==> src/hdl/rbtp_pkg.sv <==
// Shared types, constants and the quarter-wave sine table builder for the
// radar bin threshold-to-points block. No dependencies.
package rbtp_pkg;

  localparam int MAX_AZIMUTHS = 1024;
  localparam int MAX_BINS = 4096;
  localparam int STEPS_PER_QUARTER = 100;
  localparam logic [63:0] PI_Q30 = 64'd3373259426;
  localparam logic [12:0] RECIP_100 = 13'd5243;
  localparam int RECIP_SHIFT = 19;

  typedef enum logic [2:0] {
    REG_AZ_COUNT     = 3'd0,
    REG_AZ_OFFSET    = 3'd1,
    REG_AZ_WIN_START = 3'd2,
    REG_AZ_WIN_END   = 3'd3,
    REG_BIN_WIN_START = 3'd4,
    REG_BIN_WIN_END  = 3'd5,
    REG_PWR_THRESH   = 3'd6
  } reg_idx_t;

  typedef enum logic [1:0] {
    QUAD_0 = 2'd0,
    QUAD_1 = 2'd1,
    QUAD_2 = 2'd2,
    QUAD_3 = 2'd3
  } quad_t;

  typedef struct packed {
    logic [10:0] az_count;
    logic [10:0] az_offset;
    logic [10:0] az_win_start;
    logic [10:0] az_win_end;
    logic [12:0] bin_win_start;
    logic [12:0] bin_win_end;
    logic [7:0]  pwr_thresh;
  } cfg_t;

  typedef struct packed {
    logic        point;
    logic        frame_end;
    logic [11:0] adj;
    logic [11:0] bin;
    logic [7:0]  power;
  } front_t;

  // Sine of k*pi/200 from a Taylor series in Q30, rounded to frac bits.
  function automatic logic [63:0] sine_entry(input int k, input int frac);
    logic [63:0] x;
    logic [63:0] x2;
    logic [63:0] term;
    logic [63:0] one;
    logic [63:0] v;
    logic signed [63:0] sum;
    logic add;
    x = (64'(k) * PI_Q30 + 64'd100) / 64'd200;
    x2 = (x * x) >> 30;
    term = x;
    sum = 64'sd0;
    add = 1'b1;
    for (int n = 1; n <= 21; n += 2) begin
      if (add) begin
        sum = sum + signed'(term);
      end else begin
        sum = sum - signed'(term);
      end
      add = !add;
      term = ((term * x2) >> 30) / 64'((n + 1) * (n + 2));
    end
    if (sum < 0) begin
      sum = 64'sd0;
    end
    v = (64'(sum) + (64'd1 << (29 - frac))) >> (30 - frac);
    one = 64'd1 << frac;
    if (v > one) begin
      v = one;
    end
    return v;
  endfunction

endpackage

==> src/hdl/rbtp_cfg_regs.sv <==
// Configuration register file for the threshold-to-points block.
// Depends on rbtp_pkg for the register index codes and the cfg_t struct.
module rbtp_cfg_regs (
  input  logic              clk,
  input  logic              rst_n,
  input  logic              cfg_valid,
  output logic              cfg_ready,
  input  logic [2:0]        cfg_index,
  input  logic [12:0]       cfg_data,
  output rbtp_pkg::cfg_t    cfg
);
  import rbtp_pkg::*;

  cfg_t cfg_r;
  cfg_t cfg_nxt;

  assign cfg_ready = 1'b1;
  assign cfg = cfg_r;

  always_comb begin
    cfg_nxt = cfg_r;
    if (cfg_valid) begin
      unique case (cfg_index)
        REG_AZ_COUNT:      cfg_nxt.az_count = cfg_data[10:0];
        REG_AZ_OFFSET:     cfg_nxt.az_offset = cfg_data[10:0];
        REG_AZ_WIN_START:  cfg_nxt.az_win_start = cfg_data[10:0];
        REG_AZ_WIN_END:    cfg_nxt.az_win_end = cfg_data[10:0];
        REG_BIN_WIN_START: cfg_nxt.bin_win_start = cfg_data;
        REG_BIN_WIN_END:   cfg_nxt.bin_win_end = cfg_data;
        REG_PWR_THRESH:    cfg_nxt.pwr_thresh = cfg_data[7:0];
        default: ;
      endcase
    end
  end

  always_ff @(posedge clk) begin
    if (!rst_n) begin
      cfg_r.az_count <= 11'd400;
      cfg_r.az_offset <= 11'd0;
      cfg_r.az_win_start <= 11'd0;
      cfg_r.az_win_end <= 11'd0;
      cfg_r.bin_win_start <= 13'd0;
      cfg_r.bin_win_end <= 13'd0;
      cfg_r.pwr_thresh <= 8'd0;
    end else begin
      cfg_r <= cfg_nxt;
    end
  end

endmodule

==> src/hdl/rbtp_front.sv <==
// First pipeline stage: window and threshold qualification, azimuth offset
// wrap and rotation detection. Depends on rbtp_pkg.
module rbtp_front (
  input  logic              clk,
  input  logic              rst_n,
  input  rbtp_pkg::cfg_t    cfg,
  input  logic              in_valid,
  output logic              in_stall,
  input  logic [9:0]        in_azimuth_step,
  input  logic [15:0]       in_encoder_azimuth,
  input  logic [11:0]       in_bin_number,
  input  logic [7:0]        in_bin_power,
  input  logic              in_row_last,
  output logic              s1_valid,
  output rbtp_pkg::front_t  s1_data,
  input  logic              s1_ready
);
  import rbtp_pkg::*;

  logic        s1_valid_r;
  logic        s1_valid_nxt;
  front_t      s1_data_r;
  front_t      s1_data_nxt;
  logic [15:0] prev_enc_r;
  logic [15:0] prev_enc_nxt;
  logic        stage_ready;
  logic        accept;
  logic [11:0] adj_sum;

  assign stage_ready = !s1_valid_r || s1_ready;
  assign in_stall = !stage_ready;
  assign accept = in_valid && stage_ready;
  assign s1_valid = s1_valid_r;
  assign s1_data = s1_data_r;

  always_comb begin
    s1_data_nxt.point = (int'(in_azimuth_step) < MAX_AZIMUTHS) &&
                        (int'(in_bin_number) < MAX_BINS) &&
                        ({1'b0, in_azimuth_step} >= cfg.az_win_start) &&
                        ({1'b0, in_azimuth_step} < cfg.az_win_end) &&
                        ({1'b0, in_bin_number} >= cfg.bin_win_start) &&
                        ({1'b0, in_bin_number} < cfg.bin_win_end) &&
                        (in_bin_power > cfg.pwr_thresh);
    s1_data_nxt.frame_end = in_row_last && (in_encoder_azimuth < prev_enc_r);
    adj_sum = 12'(in_azimuth_step) + 12'(cfg.az_offset);
    if (adj_sum >= 12'(cfg.az_count)) begin
      s1_data_nxt.adj = adj_sum - 12'(cfg.az_count);
    end else begin
      s1_data_nxt.adj = adj_sum;
    end
    s1_data_nxt.bin = in_bin_number;
    s1_data_nxt.power = in_bin_power;

    s1_valid_nxt = s1_valid_r;
    if (stage_ready) begin
      s1_valid_nxt = accept && (s1_data_nxt.point || s1_data_nxt.frame_end);
    end
    prev_enc_nxt = prev_enc_r;
    if (accept && in_row_last) begin
      prev_enc_nxt = in_encoder_azimuth;
    end
  end

  always_ff @(posedge clk) begin
    if (!rst_n) begin
      s1_valid_r <= 1'b0;
      prev_enc_r <= 16'd0;
    end else begin
      s1_valid_r <= s1_valid_nxt;
      prev_enc_r <= prev_enc_nxt;
    end
  end

  always_ff @(posedge clk) begin
    if (accept) begin
      s1_data_r <= s1_data_nxt;
    end
  end

endmodule

==> src/hdl/rbtp_polar.sv <==
// Stages two to five: quadrant split, quarter-wave sine lookup, range
// multiplication, rounding and the output register. Depends on rbtp_pkg.
module rbtp_polar #(
  parameter int TRIG_FRAC_BITS = 15
) (
  input  logic                clk,
  input  logic                rst_n,
  input  logic                s1_valid,
  input  rbtp_pkg::front_t    s1_data,
  output logic                s1_ready,
  output logic                out_valid,
  input  logic                out_stall,
  output logic                out_point_valid,
  output logic signed [16:0]  out_x_pos,
  output logic signed [16:0]  out_y_pos,
  output logic [7:0]          out_intensity,
  output logic                out_frame_end
);
  import rbtp_pkg::*;

  localparam int MW = TRIG_FRAC_BITS + 1;
  localparam int PW = 12 + MW;
  localparam logic [PW-1:0] RND = PW'(1) << (TRIG_FRAC_BITS - 5);

  logic [MW-1:0] rom [STEPS_PER_QUARTER + 1];

  for (genvar k = 0; k <= STEPS_PER_QUARTER; k++) begin : g_rom
    assign rom[k] = MW'(sine_entry(k, TRIG_FRAC_BITS));
  end

  // Stage 2 registers.
  logic        v2_r;
  logic [4:0]  q100_r;
  logic [11:0] adj2_r;
  logic        pt2_r;
  logic        fe2_r;
  logic [11:0] bin2_r;
  logic [7:0]  pwr2_r;
  // Stage 3 registers.
  logic          v3_r;
  logic [MW-1:0] cmag_r;
  logic [MW-1:0] smag_r;
  logic          cneg3_r;
  logic          sneg3_r;
  logic          pt3_r;
  logic          fe3_r;
  logic [11:0]   bin3_r;
  logic [7:0]    pwr3_r;
  // Stage 4 registers.
  logic          v4_r;
  logic [PW-1:0] px_r;
  logic [PW-1:0] py_r;
  logic          cneg4_r;
  logic          sneg4_r;
  logic          pt4_r;
  logic          fe4_r;
  logic [7:0]    pwr4_r;
  // Output registers.
  logic               v5_r;
  logic               pt5_r;
  logic signed [16:0] x5_r;
  logic signed [16:0] y5_r;
  logic [7:0]         pwr5_r;
  logic               fe5_r;

  logic          rdy2;
  logic          rdy3;
  logic          rdy4;
  logic          rdy5;
  logic [24:0]   q_prod;
  logic [6:0]    rem;
  logic [6:0]    rem_c;
  quad_t         quad;
  logic [MW-1:0] cmag_nxt;
  logic [MW-1:0] smag_nxt;
  logic          cneg_nxt;
  logic          sneg_nxt;
  logic [16:0]   rx;
  logic [16:0]   ry;
  logic [16:0]   x_nxt;
  logic [16:0]   y_nxt;

  assign rdy5 = !v5_r || !out_stall;
  assign rdy4 = !v4_r || rdy5;
  assign rdy3 = !v3_r || rdy4;
  assign rdy2 = !v2_r || rdy3;
  assign s1_ready = rdy2;

  assign q_prod = 25'(s1_data.adj) * 25'(RECIP_100);

  always_comb begin
    rem = 7'(adj2_r - 12'(q100_r) * 12'd100);
    rem_c = 7'(STEPS_PER_QUARTER) - rem;
    quad = quad_t'(q100_r[1:0]);
    unique case (quad)
      QUAD_0: begin
        cmag_nxt = rom[rem_c]; cneg_nxt = 1'b0;
        smag_nxt = rom[rem];   sneg_nxt = 1'b0;
      end
      QUAD_1: begin
        cmag_nxt = rom[rem];   cneg_nxt = 1'b1;
        smag_nxt = rom[rem_c]; sneg_nxt = 1'b0;
      end
      QUAD_2: begin
        cmag_nxt = rom[rem_c]; cneg_nxt = 1'b1;
        smag_nxt = rom[rem];   sneg_nxt = 1'b1;
      end
      default: begin
        cmag_nxt = rom[rem];   cneg_nxt = 1'b0;
        smag_nxt = rom[rem_c]; sneg_nxt = 1'b1;
      end
    endcase
  end

  always_comb begin
    rx = 17'((px_r + RND) >> (TRIG_FRAC_BITS - 4));
    ry = 17'((py_r + RND) >> (TRIG_FRAC_BITS - 4));
    x_nxt = cneg4_r ? (17'd0 - rx) : rx;
    y_nxt = sneg4_r ? (17'd0 - ry) : ry;
    if (!pt4_r) begin
      x_nxt = 17'd0;
      y_nxt = 17'd0;
    end
  end

  always_ff @(posedge clk) begin
    if (!rst_n) begin
      v2_r <= 1'b0;
      v3_r <= 1'b0;
      v4_r <= 1'b0;
      v5_r <= 1'b0;
    end else begin
      if (rdy2) begin
        v2_r <= s1_valid;
      end
      if (rdy3) begin
        v3_r <= v2_r;
      end
      if (rdy4) begin
        v4_r <= v3_r;
      end
      if (rdy5) begin
        v5_r <= v4_r;
      end
    end
  end

  always_ff @(posedge clk) begin
    if (rdy2 && s1_valid) begin
      q100_r <= q_prod[RECIP_SHIFT+4:RECIP_SHIFT];
      adj2_r <= s1_data.adj;
      pt2_r <= s1_data.point;
      fe2_r <= s1_data.frame_end;
      bin2_r <= s1_data.bin;
      pwr2_r <= s1_data.power;
    end
    if (rdy3 && v2_r) begin
      cmag_r <= cmag_nxt;
      smag_r <= smag_nxt;
      cneg3_r <= cneg_nxt;
      sneg3_r <= sneg_nxt;
      pt3_r <= pt2_r;
      fe3_r <= fe2_r;
      bin3_r <= bin2_r;
      pwr3_r <= pwr2_r;
    end
    if (rdy4 && v3_r) begin
      px_r <= PW'(bin3_r) * PW'(cmag_r);
      py_r <= PW'(bin3_r) * PW'(smag_r);
      cneg4_r <= cneg3_r;
      sneg4_r <= sneg3_r;
      pt4_r <= pt3_r;
      fe4_r <= fe3_r;
      pwr4_r <= pwr3_r;
    end
    if (rdy5 && v4_r) begin
      pt5_r <= pt4_r;
      x5_r <= signed'(x_nxt);
      y5_r <= signed'(y_nxt);
      pwr5_r <= pt4_r ? pwr4_r : 8'd0;
      fe5_r <= fe4_r;
    end
  end

  assign out_valid = v5_r;
  assign out_point_valid = pt5_r;
  assign out_x_pos = x5_r;
  assign out_y_pos = y5_r;
  assign out_intensity = pwr5_r;
  assign out_frame_end = fe5_r;

`ifndef ASSERT_OFF
  a_result_has_flag: assert property (@(posedge clk) disable iff (!rst_n)
    out_valid |-> (out_point_valid || out_frame_end))
    else $error("Result carries neither a point nor a frame end.");

  a_empty_point_zero: assert property (@(posedge clk) disable iff (!rst_n)
    (out_valid && !out_point_valid) |->
      (out_x_pos == 17'sd0 && out_y_pos == 17'sd0 && out_intensity == 8'd0))
    else $error("Frame-end-only result has nonzero point fields.");

  a_stage4_holds: assert property (@(posedge clk) disable iff (!rst_n)
    (v4_r && !rdy5) |=> (v4_r && $stable(px_r) && $stable(py_r)))
    else $error("Product stage changed while blocked.");

  a_quarter_index: assert property (@(posedge clk) disable iff (!rst_n)
    v2_r |-> (rem <= 7'(STEPS_PER_QUARTER)))
    else $error("Quarter-wave index out of range.");
`endif

endmodule

==> src/hdl/radar_bin_threshold_to_points_top.sv <==
// Radar bin threshold-to-points extractor: takes one range bin per clock
// while in_stall is low and emits a Cartesian point (Q4 x and y) when the bin
// passes the azimuth window, the bin window and the power threshold, plus a
// frame end flag on the last bin of a row whose encoder azimuth fell below the
// previous row's. The pipeline is five register stages deep, and one bin per
// cycle is sustained when the output is not stalled. Bins that produce no
// result are dropped in the first stage. The sine lookup reads a constant
// quarter-wave table, and each of x and y uses one 12 by (TRIG_FRAC_BITS+1)
// multiplier. Depends on rbtp_pkg, rbtp_cfg_regs, rbtp_front and
// rbtp_polar.
module radar_bin_threshold_to_points_top #(
  parameter int TRIG_FRAC_BITS = 15
) (
  input  logic               clk,
  input  logic               rst_n,
  input  logic               cfg_valid,
  output logic               cfg_ready,
  input  logic [2:0]         cfg_index,
  input  logic [12:0]        cfg_data,
  input  logic               in_valid,
  output logic               in_stall,
  input  logic [9:0]         in_azimuth_step,
  input  logic [15:0]        in_encoder_azimuth,
  input  logic [11:0]        in_bin_number,
  input  logic [7:0]         in_bin_power,
  input  logic               in_row_last,
  output logic               out_valid,
  input  logic               out_stall,
  output logic               out_point_valid,
  output logic signed [16:0] out_x_pos,
  output logic signed [16:0] out_y_pos,
  output logic [7:0]         out_intensity,
  output logic               out_frame_end
);
  import rbtp_pkg::*;

  cfg_t   cfg;
  logic   s1_valid;
  front_t s1_data;
  logic   s1_ready;

  rbtp_cfg_regs u_cfg (
    .clk       (clk),
    .rst_n     (rst_n),
    .cfg_valid (cfg_valid),
    .cfg_ready (cfg_ready),
    .cfg_index (cfg_index),
    .cfg_data  (cfg_data),
    .cfg       (cfg)
  );

  rbtp_front u_front (
    .clk                (clk),
    .rst_n              (rst_n),
    .cfg                (cfg),
    .in_valid           (in_valid),
    .in_stall           (in_stall),
    .in_azimuth_step    (in_azimuth_step),
    .in_encoder_azimuth (in_encoder_azimuth),
    .in_bin_number      (in_bin_number),
    .in_bin_power       (in_bin_power),
    .in_row_last        (in_row_last),
    .s1_valid           (s1_valid),
    .s1_data            (s1_data),
    .s1_ready           (s1_ready)
  );

  rbtp_polar #(
    .TRIG_FRAC_BITS (TRIG_FRAC_BITS)
  ) u_polar (
    .clk             (clk),
    .rst_n           (rst_n),
    .s1_valid        (s1_valid),
    .s1_data         (s1_data),
    .s1_ready        (s1_ready),
    .out_valid       (out_valid),
    .out_stall       (out_stall),
    .out_point_valid (out_point_valid),
    .out_x_pos       (out_x_pos),
    .out_y_pos       (out_y_pos),
    .out_intensity   (out_intensity),
    .out_frame_end   (out_frame_end)
  );

endmodule

==> config.mk <==
export PLATFORM = sky130hd
export DESIGN_NAME = radar_bin_threshold_to_points_top
export DESIGN_NICKNAME = d
export VERILOG_FILES = /design/src/hdl/rbtp_pkg.sv /design/src/hdl/rbtp_cfg_regs.sv /design/src/hdl/rbtp_front.sv /design/src/hdl/rbtp_polar.sv /design/src/hdl/radar_bin_threshold_to_points_top.sv
export SDC_FILE = /design/constraint.sdc
export NUM_CORES = 2
export LEC_CHECK = 0
export BUFFER_PORTS_ARGS = -buffer_cell sky130_fd_sc_hd__buf_2
export CAP_MARGIN = 20
export CORE_UTILIZATION = 30
export CTS_CLUSTER_SIZE = 40
export DETAILED_ROUTE_END_ITERATION = 10
export SKIP_CTS_REPAIR_TIMING = 1
export SLEW_MARGIN = 0
export SYNTH_ARGS = -nofsm -noshare
export SYNTH_HDL_FRONTEND = slang
export SYNTH_SLANG_ARGS = --single-unit
==> constraint.sdc <==
create_clock -name clk -period 6.5 [get_ports clk]
set_clock_uncertainty 0.15 [all_clocks]
set_input_delay 0.975 -clock clk [delete_from_list [all_inputs] [get_ports clk]]
set_output_delay 0.975 -clock clk [all_outputs]
set_load 0.01 [all_outputs]
Yosys cells after proc, flatten, opt, wreduce, memory -nomap -nowiden
Memory sizes are Yosys's and may differ from the RTL's.
Cells that the tools add are included.
Word-level totals
  bits in writable memories: 0
  word-level logic and storage cells: 125
  output and inout port bits: 47
  memory bits (read-only): 4096
  register bits: 335
  memories kept: 2
  bits of input ports: 68
  latch bits: 0
Cells by class
  shifts and indexed selects: 0
  add/subtract/negate cells: 8
  order comparisons: 9
  multiplexer cells: 11
  multipliers: 4
  bitwise logic cells: 2
  eq/ne operators: 8
  div/mod/pow operators: 0
  reductions and logical operators: 37
Memories
  (name not given): depth 128, bits a word 16, rd ports 1, clocked after Yosys merged registers in 0, wr ports 0, RTL line rbtp_polar.sv:97  | cmag_nxt = rom[rem_c]; cneg_nxt = 1'b0;
  (name not given): depth 128, bits a word 16, rd ports 1, clocked after Yosys merged registers in 0, wr ports 0, RTL line rbtp_polar.sv:98  | smag_nxt = rom[rem]; sneg_nxt = 1'b0;
Operator list (count)
  two-way mux 16 bit: 6
  adder 28 x 11 -> 28 bit (second input constant): 2
  multiplier 12 x 16 -> 28 bit: 2
  two-way mux 17 bit: 2
  subtractor 1 x 17 -> 17 bit (first input constant): 2
  multiplier 12 x 13 -> 24 bit (second input constant): 1
  greater-or-equal comparator 8 bit (second input constant): 2
  less-than comparator 16 bit: 1
  NOT 7 -> 8 bit: 2
  AND reduction 2 bit: 7
  greater-or-equal comparator 12 x 13 -> 1 bit: 1
  less-than comparator 12 x 13 -> 1 bit: 1
  adder 10 x 11 -> 12 bit: 1
  greater-or-equal comparator 12 x 11 -> 1 bit: 1
  logical AND 1 bit: 12
  two-way mux 12 bit: 1
  subtractor 12 x 11 -> 12 bit: 1
  greater-or-equal comparator 10 x 11 -> 1 bit: 1
  less-than comparator 10 x 11 -> 1 bit: 1
  equality test 3 bit (second input constant): 3
  > comparator 8 bit: 1
  logical NOT 1 bit: 7
  subtractor 7 bit: 1
  subtractor 7 bit (first input constant): 1
  10 further kinds: 19

Longest topological paths before layout
  depth in word-level cells: 8
  depth in mapped cells: 21
  mapped depth without buffers: 20

Modules after synthesis
From an unflattened synthesis, not the netlist that was laid out.
Second synthesis, totals
  cells, all modules: 3706
  area total of the unflattened synthesis: 34027.6 um^2
Modules (own cells, without submodules)
  rbtp_polar: seq. area each 5545.3 um^2, cells each 2947, area an instance 26696.9 um^2, times used 1
  rbtp_front: seq. area each 1361.3 um^2, cells each 481, area an instance 4444.3 um^2, times used 1
  rbtp_cfg_regs: seq. area each 1561.5 um^2, cells each 278, area an instance 2886.5 um^2, times used 1

Worst setup path before layout
OpenSTA, ideal clock, no wires.
  kind: reg-to-reg
  start: register u_polar.bin3_r[6]
  end: register u_polar.py_r[27] (data pin)
  library setup time: 260 ps
  required time: 6090 ps
  stages on the path, launching flop included: 20
  arrival: 5033 ps
  path slack: 1057 ps
  cell sequence: edfxtp_1 clkbuf_1 nand2_1 fa_1 inv_1 fa_1 fa_1 fa_1 inv_1 fa_1 inv_1 ha_1 a21oi_1 o21a_1 a21bo_2 a211oi_1 nor3_1 o21bai_1 a21oi_1 xnor2_1
Between the ends
  cells in the longest elaborated chain, start to end: 1
Ends and longest elaborated chain
  start, declared: RTL line rbtp_polar.sv:47  | logic [11:0] bin3_r;
  start signal, assigned: RTL line rbtp_polar.sv:164  | bin3_r <= bin2_r;
  multiplier 12 x 16 -> 28 bit: RTL line rbtp_polar.sv:169  | py_r <= PW'(bin3_r) * PW'(smag_r);
  end signal, assigned: RTL line rbtp_polar.sv:169
  end, declared: RTL line rbtp_polar.sv:52  | logic [PW-1:0] py_r;
Every way passes these cells.
A chain may end at the register's enable or synchronous reset.

Worst setup path in the final report
  start: register u_polar.bin3_r[3]
  end: register u_polar.py_r[24] (data pin)
The elaborated chain is that of the path after synthesis.

==> summary.md <==
| Metric | Value |
|---|---|
| CP bufs+invs | `4` |
| Routed via count | `25.79k` |
| Relative slew slack | `31.05%` |
| Post-route non-filler standard cell count | `5,226` |
| Largest cells by area after synthesis | `fa_1 20%, edfxtp_1 20%, ha_1 12%` |
| Worst R2R Path Depth | `18` |
| Overall power | `approximately 14 mW` |
| Die height | `between 300 and 400 um` |
| Hold WC Path Type | `register to register` |
| Reg-to-reg critical path startpoint | `u_polar.bin3_r[3]` |
| Number of distinct library cells after synthesis | `89` |
| CTS Buffer Depth | `3` |
| Inserted Diodes | `0` |
| Area leader, netlist | `fa_1` |
| Worst EP required | `between 6000 and 7000 ps` |
| Power Density | `about 370 mW/mm2` |
| Placed cell areas | `0.03529 mm2` |
| IO buf count | `113` |
| Status | `complete, no violations` |
| Initial antenna violation count | `3` |
| Fill count | `11.37k` |
| Critical path origin | `u_polar.bin3_r[3]` |
| MaxCap Viol Count | `0` |
| Die X | `approximately 330 um` |
| Yosys reg bits | `315` |
| RSZ-0062 raised after global routing | `false` |
| Largest net degree at the start of global routing | `87` |
| Share of cells above drive strength 1 | `7.973%` |
| Asr flop ratio synth | `0%` |
| Core Footprint | `0.1093 mm2` |
| Gate Count Post-Synth | `3,735` |
| Synth Area per Inst | `8.887 um2` |
| HPWL after detailed placement | `62,460 um` |
| 1st-iter DRT viols | `roughly 2.2k` |
| Setup Total Neg Slack | `0 ps` |
| Type of origin of the critical path | `register` |
| Num ports | `115` |
| Clk root buf | `clkbuf_16` |
| Period minus WS final | `6163 ps` |
| Critical Path End Type | `register` |
| Util after Layout | `33.36%` |
| Most used cell, CP | `fa_1` |
| Top_reg_cell synth | `edfxtp_1` |
| Pre-antenna DRT Iters | `6` |
| Wirelength per Cell | `15.96 um` |
| Post-Synthesis Cell Area | `0.03319 mm2` |
| Final critical-path share of the clock period | `94.81%` |
| CTS sink count | `315` |
| Area delta synth->final | `9.873%` |
| Top-area cell type share of the netlist area | `19.66%` |
| First-pass GRT wire length | `138,100 um` |
| CP top delay family | `adder cells` |
| Starting density of the core | `30.37%` |
| Peak Freq | `~160 MHz` |
| CP max-delay cell | `edfxtp_1` |
| Number of global-route vias before repair | `26.09k` |
| Slew Limit Fails | `0` |
| Placed insts | `5,160` |
| Crit Path Max Fanout | `18` |
| Final nets | `4,431` |
| Final Cell Area | `0.03647 mm2` |
| ANT nets after route | `0` |
| Worst r2r dst | `u_polar.py_r[24]` |
| Post-Route WL | `83,410 um` |
| EDFF count, synth | `216` |
| Most instantiated cells after synthesis | `579 x nand2_1, 539 x inv_1, 326 x fa_1, 315 x ha_1, 240 x a21oi_1` |
| Synthesized Nets | `4,444` |
| Clock transition at path regs | `60 ps` |
| Worst Setup Path Type | `register to register` |
| Largest stage delay on the critical path | `830 ps` |
| CTS Buf Count | `36` |
| Hold Path Depth | `0` |
| Hold Fails Final Rpt | `0` |
| Synth warnings | `0` |
| Seq/Total Area, Yosys | `25.51%` |
| R2R Setup Slk | `between 300 and 400 ps` |
| Critical Path Sink | `u_polar.py_r[24]` |
| CTS tree | `yes` |
| Crit-path cells | `nand2_1 > fa_1 > fa_1 > fa_1 > inv_1 > fa_1 > inv_1 > fa_1 > inv_1 > ha_1 > and3_1 > a31oi_1 > a211oi_1 > buf_4 > o31ai_1 > nor2b_1 > o21bai_1 > xnor2_1` |
| Leak | `15.63 nW` |
| Worst-skew pair later-pin latency | `580 ps` |
| Row count | `121` |
| Peak VDD IR | `0.0002780 V` |
| CTS H-tree depth | `2` |
| Arr. time, crit path | `6330 ps` |
| DRC | `0` |
| DR vias/cell | `4.935` |
| Count leader, synth | `nand2_1` |
| Global placement routability congestion | `0.8945` |
| Grt ovf | `0` |
| Final setup fails | `0` |
| Gr usage total | `15.16%` |
| Critical path depth in cells | `18` |
| Worst-Margin Slew | `~1000 ps` |
| Die area | `about 0.11 mm2` |
-- where the power goes --
group / total [mW] / switching [mW] / internal (mW) / leakage, nW
Sequential: 2.73 / 0.135 / 2.59 / 2.78
Combinational: 8.79 / 5.16 / 3.64 / 12.3
Clock: 2.04 / 0.896 / 1.15 / 0.582
Total: 13.6 / 6.19 / 7.38 / 15.6
-- metrics by stage --
stage | hold slack (ps) | setup slack, ps
final | 253.9 | 337.5
after global routing | 257.5 | 80.77
after CTS | 254.0 | 387.2
after global placement | 251.8 | 486.5
after detailed placement | 254.5 | 410.7
after floorplan | 250.3 | 1057
-- cells in the final DEF (no fill, tap or decap), types with 20 or more instances in the layout --
cell type  instances
nand2_1          579
inv_1            539
fa_1             325
ha_1             313
a21oi_1          240
edfxtp_1         216
nor2_1           152
and2_1           151
o21ai_0          145
buf_2            113
dfxtp_1           99
xnor2_1           90
nand3_1           64
nor3_1            58
buf_4             53
a21o_1            39
clkbuf_16         37
xor2_1            31
a31oi_1           29
o211ai_1          29
mux2i_1           27
nor2b_1           24
a211oi_1          24
and3_1            23
nand2b_1          20
-- worst register-to-register path, stage by stage (launching register included) --
cell	delay (ps)
edfxtp_1	830
nand2_1	180
fa_1	600
fa_1	440
fa_1	540
inv_1	50
fa_1	480
inv_1	50
fa_1	470
inv_1	40
ha_1	320
and3_1	170
a31oi_1	440
a211oi_1	150
buf_4	180
o31ai_1	340
nor2b_1	260
o21bai_1	100
xnor2_1	130
-- state kept, by name, summed over array words and instances, names as in the netlist, 5 cells and up --
name / count
u_polar.out_intensity: 8
u_polar.q100_r: 5
u_polar.out_x_pos: 17
u_polar.px_r: 18
u_cfg.cfg: 78
u_polar.pwr3_r: 8
u_polar.bin3_r: 12
u_polar.smag_r: 16
u_polar.adj2_r: 7
u_polar.py_r: 18
u_front.prev_enc_r: 16
u_polar.bin2_r: 12
u_polar.cmag_r: 16
u_polar.pwr4_r: 8
u_polar.out_y_pos: 17
u_polar.pwr2_r: 8
u_front.s1_data: 34
-- cells by family (layout without fill, tap and decap cells) --
logic type               count (synthesis)  count (layout)  synth area share [%]
AO/OA/AOI/OAI                          685             685                 13.02
multiplexers                            53              53                 1.764
buffers and inverters                  763             778                 8.734
flip-flops                             315             315                 25.51
AND/OR/NAND/NOR                       1146            1146                 15.85
XOR/XNOR                               131             131                 3.566
adder cells (fa/ha/maj)                641             641                 31.54
other                                    1               1               0.01130
-- layer usage --
layer	GRT usage, %	vias to the layer above	routed length (um)
li1	-	12353	-
met1	20.07	12487	36960
met2	25.32	795	38830
met3	2.319	150	5099
met4	4.780	6	2474
met5	0	-	37
-- area by class of cell --
type / instances / area (um2) / share of cell area, %
Timing Repair Buffer: 168 / 1003 / 2.752
Tap cell: 1476 / 1847 / 5.064
Clock inverter: 21 / 187.7 / 0.5146
Multi-Input combinational cell: 2657 / 21920 / 60.12
Clock buffer: 45 / 996.0 / 2.731
Sequential cell: 315 / 8468 / 23.22
Inverter: 544 / 2042 / 5.599
-- worst min path at each step --
| stage | slack [ps] | end | startpoint |
|---|---|---|---|
| after floorplan | 250 | u_polar.bin2_r[0] | u_front.s1_data[8] |
| after global placement | 250 | u_polar.bin3_r[4] | u_polar.bin2_r[4] |
| after detailed placement | 250 | u_polar.bin3_r[11] | u_polar.bin2_r[11] |
| after CTS | 250 | u_polar.bin3_r[11] | u_polar.bin2_r[11] |
| after global routing | 260 | u_polar.bin2_r[7] | u_front.s1_data[15] |
| final | 250 | u_polar.bin3_r[11] | u_polar.bin2_r[11] |
Power figures use the tool's default switching activity.
